===== src/rtl/r2fft_pkg.sv =====
package r2fft_pkg;

  localparam int LOG2_MAX_POINTS_DEF = 10;
  localparam int SAMPLE_BITS_DEF     = 16;
  localparam int WB                  = 27;   // work word width
  localparam int TW_BITS             = 16;   // twiddle width, Q1.15
  localparam int OUT_TDATA_W         = ((2 * WB + 7) / 8) * 8;

  localparam longint unsigned Q30_ONE    = 64'd1 << 30;
  localparam longint unsigned TWO_PI_Q30 = 64'd6746518852;

  typedef enum logic [0:0] {REG_LOG2_POINTS = 1'b0, REG_INVERSE = 1'b1} cfg_reg_t;
  typedef enum logic [0:0] {OP_LOAD = 1'b0, OP_READ = 1'b1} op_t;

  // product schedule of the shared multiplier
  typedef enum logic [2:0] {BS_RR, BS_II, BS_RI, BS_IR, BS_ACC} bf_step_t;

  typedef struct packed {
    logic     en;
    bf_step_t step;
  } bf_ctl_t;

  function automatic logic signed [WB-1:0] sat_w(input logic signed [WB+2:0] v);
    logic signed [WB+2:0] hi;
    logic signed [WB+2:0] lo;
    hi = (WB+3)'((64'sd1 <<< (WB - 1)) - 1);
    lo = -(WB+3)'(64'sd1 <<< (WB - 1));
    if (v > hi) return hi[WB-1:0];
    if (v < lo) return lo[WB-1:0];
    return v[WB-1:0];
  endfunction

  function automatic logic signed [WB-1:0] neg_sat(input logic signed [WB-1:0] x);
    logic signed [WB+2:0] t;
    t = -{{3{x[WB-1]}}, x};
    return sat_w(t);
  endfunction

  function automatic logic [15:0] q15_of(input longint unsigned q30, input logic neg);
    longint unsigned m;
    m = (q30 + (64'd1 << 14)) >> 15;
    if (m > 64'd32767) m = 64'd32767;
    return neg ? 16'(-m) : 16'(m);
  endfunction

  // {-sin, cos} of 2*pi*k/2^lg, Taylor series in Q30
  function automatic logic [31:0] tw_entry(input int unsigned k, input int unsigned lg);
    longint unsigned phase, quad, f, g, x, x2, t, s, c, sv, cv;
    logic            swp;
    logic [15:0]     cr, sr;
    phase = longint'(k) << (32 - lg);
    quad  = (phase >> 30) & 64'd3;
    f     = phase & (Q30_ONE - 64'd1);
    swp   = f > (64'd1 << 29);
    g     = swp ? Q30_ONE - f : f;
    x     = (g * TWO_PI_Q30 + (64'd1 << 31)) >> 32;
    x2    = (x * x) >> 30;
    t = Q30_ONE - x2 / 72;
    t = Q30_ONE - ((x2 * t) >> 30) / 42;
    t = Q30_ONE - ((x2 * t) >> 30) / 20;
    t = Q30_ONE - ((x2 * t) >> 30) / 6;
    s = (x * t) >> 30;
    t = Q30_ONE - x2 / 90;
    t = Q30_ONE - ((x2 * t) >> 30) / 56;
    t = Q30_ONE - ((x2 * t) >> 30) / 30;
    t = Q30_ONE - ((x2 * t) >> 30) / 12;
    c = Q30_ONE - ((x2 * t) >> 30) / 2;
    sv = swp ? c : s;
    cv = swp ? s : c;
    case (quad)
      64'd0:   begin cr = q15_of(cv, 1'b0); sr = q15_of(sv, 1'b1); end
      64'd1:   begin cr = q15_of(sv, 1'b1); sr = q15_of(cv, 1'b1); end
      64'd2:   begin cr = q15_of(cv, 1'b1); sr = q15_of(sv, 1'b0); end
      default: begin cr = q15_of(sv, 1'b0); sr = q15_of(cv, 1'b0); end
    endcase
    return {sr, cr};
  endfunction

endpackage


===== src/rtl/r2fft_bfly.sv =====
// One multiplier, one accumulator; four products per butterfly.
module r2fft_bfly (
  input  logic                                  clk,
  input  r2fft_pkg::bf_ctl_t                    ctl,
  input  logic signed [r2fft_pkg::WB-1:0]       ar,
  input  logic signed [r2fft_pkg::WB-1:0]       ai,
  input  logic signed [r2fft_pkg::WB-1:0]       br,
  input  logic signed [r2fft_pkg::WB-1:0]       bi,
  input  logic signed [r2fft_pkg::TW_BITS-1:0]  wr,
  input  logic signed [r2fft_pkg::TW_BITS-1:0]  wi,
  output logic signed [r2fft_pkg::WB-1:0]       sum_re,
  output logic signed [r2fft_pkg::WB-1:0]       sum_im,
  output logic signed [r2fft_pkg::WB-1:0]       dif_re,
  output logic signed [r2fft_pkg::WB-1:0]       dif_im
);
  import r2fft_pkg::*;

  localparam int PW = WB + TW_BITS;

  logic signed [PW-1:0]  prod_r;
  logic signed [PW:0]    acc_r;
  logic signed [WB+1:0]  tr_r;
  logic signed [WB-1:0]  opx;
  logic signed [TW_BITS-1:0] opy;
  logic signed [PW:0]    rnd;
  logic signed [WB+1:0]  ti;

  always_comb begin
    opx = (ctl.step == BS_RR || ctl.step == BS_RI) ? br : bi;
    opy = (ctl.step == BS_RR || ctl.step == BS_IR) ? wr : wi;
    rnd = (acc_r + (PW+1)'(1 << 14)) >>> 15;   // round half up
    ti  = rnd[WB+1:0];
  end

  always_ff @(posedge clk) begin
    if (ctl.en) begin
      prod_r <= opx * opy;
      case (ctl.step)
        BS_II:   acc_r <= {prod_r[PW-1], prod_r};
        BS_RI:   acc_r <= acc_r - {prod_r[PW-1], prod_r};
        BS_IR:   begin
          tr_r  <= rnd[WB+1:0];
          acc_r <= {prod_r[PW-1], prod_r};
        end
        BS_ACC:  acc_r <= acc_r + {prod_r[PW-1], prod_r};
        default: acc_r <= acc_r;
      endcase
    end
  end

  always_comb begin
    sum_re = sat_w({{3{ar[WB-1]}}, ar} + {tr_r[WB+1], tr_r});
    sum_im = sat_w({{3{ai[WB-1]}}, ai} + {ti[WB+1], ti});
    dif_re = sat_w({{3{ar[WB-1]}}, ar} - {tr_r[WB+1], tr_r});
    dif_im = sat_w({{3{ai[WB-1]}}, ai} - {ti[WB+1], ti});
  end

endmodule


===== config.mk =====
export PLATFORM = sky130hd
export DESIGN_NAME = r2fft_bfly
export DESIGN_NICKNAME = d
export VERILOG_FILES = /design/src/rtl/r2fft_pkg.sv /design/src/rtl/r2fft_bfly.sv
export SDC_FILE = /design/constraint.sdc
export NUM_CORES = 2
export LEC_CHECK = 0
export CORE_MARGIN = 8
export CORE_UTILIZATION = 45
export DETAILED_ROUTE_END_ITERATION = 6
export DONT_BUFFER_PORTS = 1
export GPL_TIMING_DRIVEN = 0
export SYNTH_ARGS = -nofsm -noshare
export SYNTH_HDL_FRONTEND = slang
export SYNTH_SLANG_ARGS = --single-unit

===== constraint.sdc =====
create_clock -name clk -period 9.9 [get_ports clk]
set_input_delay 1.98 -clock clk [delete_from_list [all_inputs] [get_ports clk]]
set_output_delay 1.98 -clock clk [all_outputs]
set_load 0.01 [all_outputs]

==> impl_metrics.csv <==
group,metric,value,unit
outcome,outcome,"finished, final reports clean",
setup_path,crit_fanout,10,
place,routabilityCongestion,0.996,
clock_network,cts.path.max_buffers,2,
floorplan,fp.dieH,275,um
hold_path,hold_path_end,"acc_r[11]",
floorplan,initial_core_util,45.2,%
grt,grt_pass1_vias,25200,
timing,whs,0.651,ns
detailed_routing,drcViolationCount,0,
floorplan,dieArea,75500,um^2
logic_synthesis,netlist.area_leader.share,28.0,%
timing,setup-violations-final,0,
cells_and_area,nFillCells,6618,
timing,worstMarginPinSlew,1.14,ns
setup_path,critPathSlowestCell,"fa_1",
setup_path,crit_type,"primary input to flip-flop",
cells_and_area,diodes,0,
logic_synthesis,async_flop_share,0,%
grt,grt_max_degree,46,
setup_path,r2r_slack,3.79,ns
detailed_routing,wl_per_cell,19.9,um
timing,period_needed,9.50,ns
place,dpl-instance-area,31300,um^2
setup_path,required,10.09,ns
logic_synthesis,synth_area_leaders,"fa_1 28%, edfxtp_1 12%, ha_1 11%",
timing,fin_skew,0.00803,ns
clock_network,clk_pin_slew,0.06,ns
place,hpwl,77600,um
timing,hold_viol,0,
logic_synthesis,synth_ff_type,"edfxtp_1",
detailed_routing,wirelength,89500,um
setup_path,reg2reg_depth,16,
setup_path,crit_buf_inv,8,
detailed_routing,vias,24600,
detailed_routing,drtAntennaViolNets,0,
floorplan,die_w,275,um
clock_network,cts_tree,"built",
job,drv_cap,0,
timing,final_min_period_over_clock_period,95.9,%
timing,fmax,105,MHz
floorplan,std_cell_rows,95,
hold_path,hp-class,"flip-flop to flip-flop",
clock_network,cts_buffers,17,
setup_path,critPathArrivalTime,9.69,ns
setup_path,path_delay_family,"adder cells",
clock_network,clockRootBuffer,"clkbuf_16",
setup_path,r2r-end,"acc_r[43]",
grt,antenna_found_initial,0,
clock_network,htreeDepth,4,
place,port_buffers,0,
logic_synthesis,synth.distinct_cells,86,
logic_synthesis,ys_ff_latch,116,
detailed_routing,via_per_inst,5.46,
floorplan,core_area,66700,um^2
hold_path,worstHoldStart,"prod_r[11]",
setup_path,r2r_start,"prod_r[0]",
floorplan,io_pins,253,
clock_network,clock_sinks,116,
logic_synthesis,yosysMostFrequentCell,"inv_1",
logic_synthesis,yosysTopAreaCell,"fa_1",
hold_path,whs_path_depth,2,
logic_synthesis,synthTopCellsByCount,"610 x inv_1, 421 x fa_1, 374 x nor2_1, 348 x nand2_1, 267 x ha_1",
cells_and_area,syn_to_final_growth,6.85,%
detailed_routing,drtIter0Drc,1575,
setup_path,crit_path_frequent_cell,"fa_1",
logic_synthesis,synth_edf_count,116,
logic_synthesis,avgSynthCellArea,8.41,um^2
clock_network,clock_latency,0.45,ns
timing,max_slew_margin,21.8,%
grt,grt.total_usage,23.6,%
logic_synthesis,syn-num-nets,4418,
grt,grt.overflow.total,0,
logic_synthesis,ys_warn_count,0,
cells_and_area,nets,4449,
logic_synthesis,syn_area,30100,um^2
setup_path,startpoint_type,"primary input",
timing,drv_slew,0,
cells_and_area,drive_gt1_share,5.90,%
setup_path,critPathCaptureType,"flip-flop",
timing,rsz0062_at_grt,"no",
logic_synthesis,ys_seq_area_share,11.6,%
logic_synthesis,synthCells,3585,
detailed_routing,dr.pass1.iters,6,
grt,grt_pass1_wl,139000,um
setup_path,max_stage_delay,0.57,ns
cells_and_area,fin_area,32200,um^2
[layout make-up]
type                    instances  area (um^2)  share of cell area (%)
clock inverters                15          159                   0.493
inverters                     610         2290                    7.11
multi-input cells            2722        24000                    74.6
plain buffers                 137          621                    1.93
flip-flops and latches        116         3480                    10.8
clock buffers                  17          425                    1.32
well taps                     873         1090                    3.39
repair buffers                 12          115                   0.357
[sequential cells by signal (all words and copies together) (netlist names)]
register,count
tr_r,29
acc_r,44
prod_r,43
[cell usage in the layout (no fill, tap or decap), types with 10 or more instances in the layout]
cell / count
inv_1: 610
clkbuf_2: 19
a211oi_1: 16
clkbuf_1: 81
o21a_1: 19
and2_1: 11
nor4_1: 12
buf_2: 21
xnor2_1: 164
mux2i_1: 18
nand3_1: 41
a21oi_1: 232
fa_1: 421
nor3b_1: 11
ha_1: 267
o21bai_1: 38
mux2i_2: 12
edfxtp_1: 116
o211ai_1: 15
o21ai_0: 156
a21o_1: 115
mux2_2: 41
nor3_1: 37
and3_1: 24
nand2b_1: 27
nor2b_1: 19
nand2_1: 348
a31oi_1: 21
or2_2: 10
clkbuf_16: 17
nand4_1: 12
a31o_2: 14
buf_4: 15
xor2_1: 86
o31ai_1: 21
o41ai_1: 15
mux2i_4: 13
a211o_1: 11
nor2_1: 372
[worst reg2reg max path: stages (launching register included)]
cell and delay (ns):
edfxtp_1 0.45, inv_1 0.10, ha_1 0.16, nor3b_1 0.40, nor4b_1 0.94, nand2_1 0.40
o31ai_1 0.34, xnor2_1 0.12, ha_1 0.35, nand2_1 0.10, o41ai_1 0.63, o21ai_0 0.26
o41ai_1 0.87, a211oi_1 0.26, a21oi_1 0.24, xnor2_1 0.14, a21oi_1 0.09
[kinds of logic (layout without fill, tap and decap cells)]
logic type / after synthesis / after routing / share of synthesized area (%)
AO/OA/AOI/OAI: 739 / 739 / 15.7
XOR/XNOR: 250 / 250 / 7.27
adder cells (fa/ha/maj): 688 / 688 / 39.1
buffers and inverters: 747 / 791 / 9.53
flip-flops: 116 / 116 / 11.6
multiplexers: 84 / 84 / 2.96
AND/OR/NAND/NOR: 961 / 961 / 13.9
[what timing repair did]
item	CTS	global route
hold buffers	0	0
endpoints found under the setup margin	29	3
pin swaps	2	0
buffers inserted	5	4
resized for setup	56	24
[worst max-delay path by stage]
stage | startpoint | endpoint | depth (start not counted)
after detailed placement | ctl[2] | prod_r[40] | 28
final | ctl[2] | prod_r[40] | 28
after CTS | ctl[2] | prod_r[40] | 28
after global routing | ctl[2] | prod_r[40] | 28
after floorplan | ctl[2] | prod_r[40] | 28
after global placement | ctl[2] | prod_r[40] | 28
[metal layers]
layer	share of wire, %	routed length [um]	global-route usage [%]	vias to the layer above
met5	0	0	0	-
met4	4.0	3550	9.35	0
met3	7.3	6570	3.81	179
met2	47	42300	41.0	848
met1	42	37200	29.1	11800
li1	-	-	-	11800
[per-stage QoR]
step	worst slack [ns]	cells	TNS, ns	utilization (%)
after floorplan	0.358	3585	0	-
after global placement	-2.33	4458	-41.51	46.8
after detailed placement	-2.35	4461	-42.17	46.9
after CTS	0.0410	4498	0	48.1
after global routing	0.0963	4502	0	48.3
final	0.401	4502	0	48.3
Power is left out: the tool's default activity adds up to more than one toggle a clock period on the data nets, which glitch-free logic cannot reach.
